## config.mk

```make
export PLATFORM = sky130hd
export DESIGN_NAME = block_fletcher16_checksum_unit
export DESIGN_NICKNAME = d
export VERILOG_FILES = /design/src/hw/rtl/bfc_pkg.sv /design/src/hw/rtl/bfc_sum_core.sv /design/src/hw/rtl/block_fletcher16_checksum_unit.sv
export SDC_FILE = /design/constraint.sdc
export NUM_CORES = 1
export LEC_CHECK = 0
export BUFFER_PORTS_ARGS = -buffer_cell sky130_fd_sc_hd__buf_4
export CORE_AREA = 5 5 120 88
export CTS_CLUSTER_DIAMETER = 80
export DETAILED_ROUTE_END_ITERATION = 7
export DIE_AREA = 0 0 125 93
export HOLD_SLACK_MARGIN = 0.02
export MAX_ROUTING_LAYER = met4
export PLACE_DENSITY_LB_ADDON = 0.08
export SLEW_MARGIN = 20
export SYNTH_ARGS = -nofsm -noshare
export SYNTH_HDL_FRONTEND = slang
export SYNTH_SLANG_ARGS = --single-unit
```

## constraint.sdc

```tcl
create_clock -name clock -period 8.7 [get_ports clock]
set_input_delay 1.305 -clock clock [delete_from_list [all_inputs] [get_ports clock]]
set_output_delay 1.305 -clock clock [all_outputs]
set_load 0.1 [all_outputs]
```

## src/hw/rtl/bfc_pkg.sv

```systemverilog
// Shared types, constants and helper functions for the block Fletcher-16 checksum unit.
// No dependencies; used by bfc_sum_core and block_fletcher16_checksum_unit.
`timescale 1ns / 1ps

package bfc_pkg;

   localparam int BYTE_W            = 8;
   localparam int SUM_W             = 16;
   localparam int ADDR_W            = 16;
   localparam int CHUNK_LEN_DEFAULT = 20;

   localparam logic [SUM_W-1:0] SUM_INIT = 16'h00FF;

   // One request as it travels from the input register to the sum core.
   typedef struct packed {
      logic [BYTE_W-1:0] data_byte;
      logic              last_byte;
      logic [ADDR_W-1:0] block_address;
   } item_type;

   // Adds the high byte of a sum to its low byte.
   function automatic logic [SUM_W-1:0] fold8(input logic [SUM_W-1:0] v);
      return {8'h00, v[7:0]} + {8'h00, v[15:8]};
   endfunction

endpackage

```

## src/hw/rtl/bfc_sum_core.sv

```systemverilog
// Running Fletcher-16 sums, chunk counter and end-of-block checksum logic.
// Depends on bfc_pkg for the item type, widths and the fold function.
`timescale 1ns / 1ps

module bfc_sum_core #(
   parameter int CHUNK_LEN = bfc_pkg::CHUNK_LEN_DEFAULT
) (
   input  logic                         clock,
   input  logic                         reset,
   input  logic                         advance,
   input  bfc_pkg::item_type            item,
   output logic [bfc_pkg::SUM_W-1:0]    checksum
);

   localparam int POS_W = $clog2(CHUNK_LEN + 1);

   logic [bfc_pkg::SUM_W-1:0] low_sum_ff, low_sum_in;
   logic [bfc_pkg::SUM_W-1:0] high_sum_ff, high_sum_in;
   logic [POS_W-1:0]          chunk_pos_ff, chunk_pos_in;

   logic [bfc_pkg::SUM_W-1:0] low_add, high_add;
   logic [bfc_pkg::SUM_W-1:0] low_chunk, high_chunk;
   logic [bfc_pkg::SUM_W-1:0] low_final, high_final;
   logic [POS_W-1:0]          pos_inc;
   logic                      chunk_end;

   always_comb begin
      low_add   = low_sum_ff + {8'h00, item.data_byte};
      high_add  = high_sum_ff + low_add;
      pos_inc   = chunk_pos_ff + POS_W'(1);
      chunk_end = (pos_inc >= POS_W'(CHUNK_LEN)) || item.last_byte;

      // A last byte that also closes a chunk still gets only one chunk fold.
      low_chunk  = chunk_end ? bfc_pkg::fold8(low_add) : low_add;
      high_chunk = chunk_end ? bfc_pkg::fold8(high_add) : high_add;

      low_final  = bfc_pkg::fold8(low_chunk);
      high_final = bfc_pkg::fold8(high_chunk);

      // Packed as (high << 8) | low truncated to 16 bits, then XORed with the address.
      checksum = {high_final[7:0] | low_final[15:8], low_final[7:0]} ^ item.block_address;

      low_sum_in   = low_sum_ff;
      high_sum_in  = high_sum_ff;
      chunk_pos_in = chunk_pos_ff;
      if (advance) begin
         if (item.last_byte) begin
            low_sum_in   = bfc_pkg::SUM_INIT;
            high_sum_in  = bfc_pkg::SUM_INIT;
            chunk_pos_in = '0;
         end else begin
            low_sum_in   = low_chunk;
            high_sum_in  = high_chunk;
            chunk_pos_in = chunk_end ? '0 : pos_inc;
         end
      end
   end

   always_ff @(posedge clock) begin
      if (reset) begin
         low_sum_ff   <= bfc_pkg::SUM_INIT;
         high_sum_ff  <= bfc_pkg::SUM_INIT;
         chunk_pos_ff <= '0;
      end else begin
         low_sum_ff   <= low_sum_in;
         high_sum_ff  <= high_sum_in;
         chunk_pos_ff <= chunk_pos_in;
      end
   end

   // The chunk counter is cleared before it can reach the chunk length.
   a_pos_range: assert property (@(posedge clock) disable iff (reset)
      chunk_pos_ff < POS_W'(CHUNK_LEN))
      else $error("chunk position reached the chunk length");

   // Closing a block returns the sums and counter to their start values.
   a_block_restart: assert property (@(posedge clock) disable iff (reset)
      (advance && item.last_byte) |=>
         (low_sum_ff == bfc_pkg::SUM_INIT) && (high_sum_ff == bfc_pkg::SUM_INIT) &&
         (chunk_pos_ff == '0))
      else $error("sums not restarted after the last byte of a block");

endmodule

```

## src/hw/rtl/block_fletcher16_checksum_unit.sv

```systemverilog
// Top level of the block Fletcher-16 checksum unit: input register, result register, handshake.
// Depends on bfc_pkg and bfc_sum_core.
`timescale 1ns / 1ps

// Usage.
// Each request on the req_ channel carries one payload byte of a storage block. The request
// with req_last_byte high closes the block, and its req_block_address is XORed into the
// checksum; the address of other requests is ignored. One response per block appears on the
// rsp_ channel, carrying the folded Fletcher-16 value XOR the block address.
// A request is registered in the input register when it is accepted, and the sums are updated
// from that register when it moves on; a last byte moves on only when the result register is
// free, and its response is then held in that register until taken. The combinational add,
// add and fold of the running sums sets the throughput at one byte per cycle, sustained while
// the response side keeps up.
// Synchronous reset empties both registers and sets both sums to 0xFF and the chunk count to
// zero. When the receiver stalls, the response waits in its register; bytes that do not close
// a block keep flowing, and only a second last byte waits, in the input register, until the
// pending response is taken. req_ready then drops until that stage moves on.

module block_fletcher16_checksum_unit #(
   parameter int CHUNK_LEN = bfc_pkg::CHUNK_LEN_DEFAULT
) (
   input  logic                          clock,
   input  logic                          reset,

   input  logic                          req_valid,
   output logic                          req_ready,
   input  logic [bfc_pkg::BYTE_W-1:0]    req_data_byte,
   input  logic                          req_last_byte,
   input  logic [bfc_pkg::ADDR_W-1:0]    req_block_address,

   output logic                          rsp_valid,
   input  logic                          rsp_ready,
   output logic [bfc_pkg::SUM_W-1:0]     rsp_block_checksum
);

   // Input register stage.
   logic              s1_valid_ff, s1_valid_in;
   bfc_pkg::item_type s1_item_ff, s1_item_in;

   // Result register stage.
   logic                      rsp_valid_ff, rsp_valid_in;
   logic [bfc_pkg::SUM_W-1:0] rsp_checksum_ff, rsp_checksum_in;

   logic                      out_free;
   logic                      s1_fire;
   logic                      req_fire;
   logic [bfc_pkg::SUM_W-1:0] core_checksum;

   // The result register can be loaded when it is empty or is being emptied this cycle.
   // Only a last byte needs that space; other bytes just update the sums.
   assign out_free  = !rsp_valid_ff || rsp_ready;
   assign s1_fire   = s1_valid_ff && (!s1_item_ff.last_byte || out_free);
   assign req_ready = !s1_valid_ff || s1_fire;
   assign req_fire  = req_valid && req_ready;

   always_comb begin
      s1_item_in = s1_item_ff;
      if (req_fire) begin
         s1_item_in.data_byte     = req_data_byte;
         s1_item_in.last_byte     = req_last_byte;
         s1_item_in.block_address = req_block_address;
      end

      if (req_fire) begin
         s1_valid_in = 1'b1;
      end else if (s1_fire) begin
         s1_valid_in = 1'b0;
      end else begin
         s1_valid_in = s1_valid_ff;
      end

      rsp_checksum_in = rsp_checksum_ff;
      if (s1_fire && s1_item_ff.last_byte) begin
         rsp_valid_in    = 1'b1;
         rsp_checksum_in = core_checksum;
      end else if (rsp_ready) begin
         rsp_valid_in = 1'b0;
      end else begin
         rsp_valid_in = rsp_valid_ff;
      end
   end

   bfc_sum_core #(
      .CHUNK_LEN (CHUNK_LEN)
   ) u_sum_core (
      .clock    (clock),
      .reset    (reset),
      .advance  (s1_fire),
      .item     (s1_item_ff),
      .checksum (core_checksum)
   );

   always_ff @(posedge clock) begin
      if (reset) begin
         s1_valid_ff  <= 1'b0;
         rsp_valid_ff <= 1'b0;
      end else begin
         s1_valid_ff  <= s1_valid_in;
         rsp_valid_ff <= rsp_valid_in;
      end
   end

   always_ff @(posedge clock) begin
      s1_item_ff      <= s1_item_in;
      rsp_checksum_ff <= rsp_checksum_in;
   end

   assign rsp_valid          = rsp_valid_ff;
   assign rsp_block_checksum = rsp_checksum_ff;

   // A last byte that leaves the input stage always produces a response.
   a_last_gives_rsp: assert property (@(posedge clock) disable iff (reset)
      (s1_fire && s1_item_ff.last_byte) |=> rsp_valid_ff)
      else $error("last byte processed without a response");

   // A byte that does not close a block never creates a response.
   a_mid_no_rsp: assert property (@(posedge clock) disable iff (reset)
      (s1_valid_ff && !s1_item_ff.last_byte && out_free) |=> !rsp_valid_ff)
      else $error("response created by a byte that does not close a block");

   // An empty input stage always takes a new request.
   a_ready_when_empty: assert property (@(posedge clock) disable iff (reset)
      !s1_valid_ff |-> req_ready)
      else $error("input stage empty but request not accepted");

   // A last byte waiting in the input stage holds while the response is stalled.
   a_last_holds: assert property (@(posedge clock) disable iff (reset)
      (s1_valid_ff && s1_item_ff.last_byte && rsp_valid_ff && !rsp_ready) |=>
         (s1_valid_ff && $stable(s1_item_ff)))
      else $error("stalled last byte lost from the input stage");

endmodule
```

==> out/results.ini, run 1 <==
[setup_path]
path_buf_inv=0
timing.rr.start=s1_item_ff[17]
cp_slowest_cell=fa_1
cp_data_arrival_time_ns=7.04
crit_path_max_fanout=7
critical_path.most_common_cell=a21oi_1
cp.depth=28
cp-endpoint=rsp_block_checksum[14]
required_ns=8.79
crit_path_end_kind=flop
slowest_delay_ns=0.46
crit_family=compound AO/OA/AOI/OAI gates
path_class=flop to flop
r2r-end=rsp_block_checksum[14]
regToRegSetupSlack_ns=1.75
critPathLaunch=s1_item_ff[17]
r2r_cells=28
cp-start-kind=flop

[cells_and_area]
drive_gt1_frac=0.116
area_delta_synth_final_pct=13.9
antenna_cells=0
nets=720

[cts]
cts_resized=0
path_clk_slew_ns=0.07
cts_buffers=9
clock_latency_ns=0.34
cts_max_level=3
cts_tree=built
cts-root-buf=clkbuf_16
cts_sinks=80
clockBufferDepth=2
postCtsSetupRepairBufs=0
ctsHoldBuffers=0

[route]
wl_per_cell_um=19.0
drt_first_pass_iters=5
drtIter0Drc=562
remaining_drc_errors=0
viasPerCell=5.91
finalWirelength_mm=14.5
drtAntennaViolNets=0
vias=4493

[placed_design]
port_buffers=46
gp_congestion=0.959
dp_hpwl_mm=10.5
dpl_worst_slack_ns=1.91

[die]
die_x_um=125
chipHeight_um=93
core_area_mm2=0.00935
start_util=0.587
boundaryPins=47
rows=30
dieArea_mm2=0.0116

[grt]
grt_usage=0.262
grt_pass1_wl_mm=23.3
grt_start_max_net_pins=37
grt_pass1_vias=4480
antenna_found_initial=0
overflow=0

[timing]
setup_viol=0
setup_ws_ns=1.75
skew_ns=0.00859
slew_headroom=0.327
hold_violations=0
tns_ns=0
max_freq_mhz=144
fin_crit_sh=0.799
holdWs_ns=0.480
post-route-min-period_ns=6.95
worst_pin_slew_ns=1.01
drv_slew=0
rsz0062_at_grt=no

[yosys]
ys_ff_latch=80
synth_edf_count=41
yosys_warnings=0
synth_cell_types=55
synth_cells=582
synth_area_mm2=0.00549
async_flop_share=0
synth-seq-area-share=0.367
avgSynthCellArea_um2=9.43
synth_nets=675
synth_flop_cell=edfxtp_1

[job]
maxCapViolCount=0

[min_path]
hold_path_class=flop to flop

[pwr]
ir_worst_vdd_v=0.000124
powerDensity_mw_per_mm2=246
leakage_nw=2.77

[outcome]
status=completed

==> cell families (layout without fill, tap and decap cells) <==
family | after synthesis | after routing | share of synthesized area
simple gates | 171 | 171 | 0.147
compound gates | 156 | 156 | 0.184
flops | 80 | 80 | 0.367
xor+xnor | 68 | 68 | 0.111
fa+ha+maj | 64 | 64 | 0.154
buf+inv | 38 | 88 | 0.0264
mux | 5 | 5 | 0.0103
==> tightest hold or removal path: cells and delay by family, from the launching register on <==
family / cells / cell delay (ns)
flip-flops: 1 / 0.32
AND/OR/NAND/NOR: 2 / 0.11
==> registers in the layout (all words and copies together) (netlist names) <==
name / count
u_sum_core.low_sum_ff: 16
rsp_valid: 1
rsp_block_checksum: 16
s1_item_ff: 25
u_sum_core.chunk_pos_ff: 5
u_sum_core.high_sum_ff: 16
s1_valid_ff: 1
==> cell usage in the layout (no fill, tap or decap), types with 3 or more instances in the layout <==
cell type | synthesis | layout
a2111o_1 | 3 | 3
a21o_1 | 25 | 25
a21oi_1 | 56 | 56
a22oi_1 | 5 | 5
a31oi_1 | 4 | 3
a32o_1 | 5 | 5
and2_1 | 14 | 14
and3_1 | 6 | 6
buf_4 | 0 | 52
clkbuf_16 | 0 | 9
dfxtp_1 | 39 | 39
edfxtp_1 | 41 | 41
fa_1 | 6 | 6
ha_1 | 58 | 58
inv_1 | 20 | 20
mux2i_1 | 3 | 3
nand2_1 | 60 | 60
nand2b_1 | 3 | 3
nand3_1 | 21 | 21
nor2_1 | 44 | 44
nor2b_1 | 4 | 4
nor3_1 | 7 | 7
o211ai_1 | 4 | 4
o21a_1 | 3 | 3
o21ai_0 | 8 | 8
o21ai_1 | 21 | 21
o21bai_1 | 8 | 8
xnor2_1 | 50 | 50
xor2_1 | 17 | 17
==> synth_stat cells (all sizes together), types with 2 or more instances <==
cell type | number | area, um^2
a2111o | 3 | 33.8
a211oi | 3 | 27.5
a21boi | 2 | 15.0
a21o | 25 | 188
a21oi | 56 | 280
a22oi | 5 | 37.5
a31o | 2 | 17.5
a31oi | 4 | 25.0
a32o | 5 | 50.1
and2 | 14 | 87.6
and3 | 6 | 37.5
buf | 7 | 28.8
clkbuf | 11 | 41.3
dfxtp | 39 | 781
edfxtp | 41 | 1230
fa | 6 | 120
ha | 58 | 726
inv | 20 | 75.1
mux2 | 2 | 26.3
mux2i | 3 | 30.0
nand2 | 60 | 225
nand2b | 3 | 18.8
nand3 | 21 | 105
nor2 | 44 | 165
nor2b | 4 | 25.0
nor3 | 8 | 45.0
o211ai | 4 | 30.0
o21a | 3 | 22.5
o21ai | 29 | 145
o21bai | 8 | 60.1
or2 | 2 | 12.5
or3 | 2 | 12.5
or4 | 2 | 15.0
xnor2 | 50 | 438
xor2 | 17 | 149
==> area by class of cell <==
cell class / count / area [um^2]
multi-input combinational: 464 / 3340
fill: 739 / 3100
sequential: 80 / 2010
timing repair buffer: 52 / 390
clock buffer: 10 / 229
tap: 128 / 160
inverter: 20 / 75.1
clock inverter: 6 / 45.0
==> per-stage QoR <==
stage / area (um^2) / cells / power [mW] / utilization
after floorplan: 5490 / 582 / 1.01 / -
after global placement: 5980 / 744 / 1.16 / 0.639
after detailed placement: 5980 / 744 / 1.17 / 0.639
after CTS: 6250 / 760 / 1.53 / 0.669
after global routing: 6250 / 760 / 1.63 / 0.669
final: 6250 / 760 / 1.54 / 0.669
==> worst min path at each step <==
stage	startpoint	endpoint	slack, ns	cells after the start
after floorplan	u_sum_core.high_sum_ff[10]	u_sum_core.high_sum_ff[10]	0.44	2
after global placement	u_sum_core.low_sum_ff[0]	u_sum_core.low_sum_ff[0]	0.46	2
after detailed placement	u_sum_core.low_sum_ff[3]	u_sum_core.low_sum_ff[3]	0.46	2
after CTS	u_sum_core.high_sum_ff[10]	u_sum_core.high_sum_ff[10]	0.48	2
after global routing	u_sum_core.high_sum_ff[10]	u_sum_core.high_sum_ff[10]	0.50	2
final	u_sum_core.low_sum_ff[0]	u_sum_core.low_sum_ff[0]	0.48	2
==> layer usage <==
layer / vias up / global-route usage / share of wire
met2: 174 / 0.398 / 0.44
met5: - / - / 0
met1: 2120 / 0.342 / 0.46
li1: 2168 / - / -
met3: 31 / 0.0691 / 0.074
met4: 0 / 0.0903 / 0.023
==> power by group <==
part,switching (mW),internal (mW)
Sequential,0.0132,0.440
Combinational,0.441,0.287
Clock,0.161,0.195
Total,0.615,0.923
Power figures use the tool's default switching activity.
==> run 2, diff against run 1 <==
--- a/config.mk
+++ b/config.mk
@@ -6,10 +6,10 @@
 export NUM_CORES = 1
 export LEC_CHECK = 0
 export BUFFER_PORTS_ARGS = -buffer_cell sky130_fd_sc_hd__buf_4
-export CORE_AREA = 5 5 120 88
+export CORE_AREA = 5 5 126 92
 export CTS_CLUSTER_DIAMETER = 80
 export DETAILED_ROUTE_END_ITERATION = 7
-export DIE_AREA = 0 0 125 93
+export DIE_AREA = 0 0 131 97
 export HOLD_SLACK_MARGIN = 0.02
 export MAX_ROUTING_LAYER = met4
 export PLACE_DENSITY_LB_ADDON = 0.08
==> constraint.sdc (replaced) <==
create_clock -name clock -period 5.95 [get_ports clock]
set_input_delay 0.8925 -clock clock [delete_from_list [all_inputs] [get_ports clock]]
set_output_delay 0.8925 -clock clock [all_outputs]
set_load 0.1 [all_outputs]
==> out/results.ini, run 2 (synthesis results as in run 1) <==
[grt]
grt_pass1_wl_mm=24.3
antenna_found_initial=0
grt_pass1_vias=4750
grt_usage=0.251
grt_start_max_net_pins=34
overflow=0

[timing]
post-route-min-period_ns=5.90
fin_crit_sh=0.991
hold_violations=0
skew_ns=0.00734
setup_viol=0
holdWs_ns=0.472
drv_slew=0
max_freq_mhz=170
rsz0062_at_grt=yes
worst_pin_slew_ns=1.02
slew_headroom=0.321

[route]
drtIter0Drc=341
vias=4737
viasPerCell=5.71
wl_per_cell_um=18.4
drt_first_pass_iters=7
drtAntennaViolNets=0
finalWirelength_mm=15.3
remaining_drc_errors=0

[cells_and_area]
layout_commonest_cell=buf_4
fillCellCount=827
finalInstanceArea_mm2=0.00698
antenna_cells=0
regMostFlops=s1_item_ff
area_delta_synth_final_pct=27.1
largest_reg_flops=25
drive_gt1_frac=0.244
final_cell_mix=117 x buf_4, 60 x nand2_1, 52 x ha_1
nets=786

[pwr]
sw_frac_of_total=0.375
pwr-share-clk=0.238
powerDensity_mw_per_mm2=359
leakage_nw=3.15
p_seq_frac=0.265
combPwrFrac=0.497
ir_worst_vdd_v=0.000178
p_int_mw=1.57
p_switching_uw=940

[cts]
cts-root-buf=clkbuf_16
path_clk_slew_ns=0.06
cts_buffers=9
cts_tree=built
cts_max_level=3
cts_sinks=80
clockBufferDepth=2
clock_latency_ns=0.34

[min_path]
hold_path_class=flop to flop

[placed_design]
gp_congestion=0.971
placed_area_mm2=0.00642
port_buffers=46
dp_hpwl_mm=11.1

[setup_path]
cp_data_arrival_time_ns=5.99
required_ns=6.05
crit_path_end_kind=flop
cp-start-kind=flop
cp_slowest_cell=xnor3_2
slowest_delay_ns=0.44
crit_path_max_fanout=6
regToRegSetupSlack_ns=0.05
path_class=flop to flop

[die]
die_x_um=131
dieArea_mm2=0.0127
core_area_mm2=0.0102
chipHeight_um=97
boundaryPins=47
rows=31
start_util=0.540

[outcome]
status=completed

[job]
maxCapViolCount=0

[run 2: metrics by stage]
step	setup slack [ns]	utilization	std cells	setup TNS (ns)	power [mW]
2_1_floorplan	0.00834	-	582	0	1.48
3_3_place_gp	-0.175	0.632	804	-0.376	1.78
3_5_place_dp	-0.384	0.632	804	-1.04	1.81
4_1_cts	0.0108	0.676	827	0	2.47
5_1_grt	-0.207	0.687	830	-0.674	2.65
6_report	0.0544	0.687	830	0	2.51
[run 2: what timing repair did]
action                     in CTS  in global routing
pin swaps                      15                 16
resized for setup              20                 14
buffers inserted                7                  3
setup endpoints to repair       5                  6
hold endpoints to repair        0                  0
hold buffers                    0                  0
[run 2: final timing paths]
kind	startpoint	to	cells past startpoint
worst max-delay path	s1_item_ff[17]	rsp_block_checksum[14]	25
worst min-delay path	u_sum_core.high_sum_ff[10]	u_sum_core.high_sum_ff[10]	2
worst max register to register	s1_item_ff[17]	rsp_block_checksum[14]	25
worst min register to register	u_sum_core.high_sum_ff[10]	u_sum_core.high_sum_ff[10]	2
[run 2: power by group through the flow]
stage | combinational [mW] | sequential (mW) | clock, mW
after floorplan | 0.709 | 0.769 | 0
final | 1.25 | 0.664 | 0.596
after CTS | 1.20 | 0.664 | 0.606
after global routing | 1.35 | 0.667 | 0.630
after detailed placement | 1.14 | 0.675 | 0
after global placement | 1.11 | 0.673 | 0
[run 2: critical path, delay by kind of cell (launching register included)]
kind	cells	cell delay (ns)
and+or+nand+nor	2	0.19
AOI/OAI and AO/OA	12	2.36
adders and majority gates	5	1.45
DFF	1	0.36
xor gates and xnor gates	3	0.83
buffers and inverters	3	0.46
[run 2: layout make-up]
cell class / instances / area, um^2 / share of cell area
multi-input combinational: 464 / 3520 / 0.505
sequential: 80 / 2010 / 0.288
timing repair buffer: 118 / 890 / 0.128
clock buffer: 11 / 233 / 0.0334
tap: 132 / 165 / 0.0237
clock inverter: 5 / 81.3 / 0.0117
inverter: 20 / 75.1 / 0.0108
[run 2: routing by layer]
metal,up-vias,global-route usage,part of all wire
li1,2314,-,-
met2,144,0.367,0.43
met3,20,0.0639,0.072
met4,0,0.0601,0.015
met5,-,-,0
met1,2259,0.349,0.48
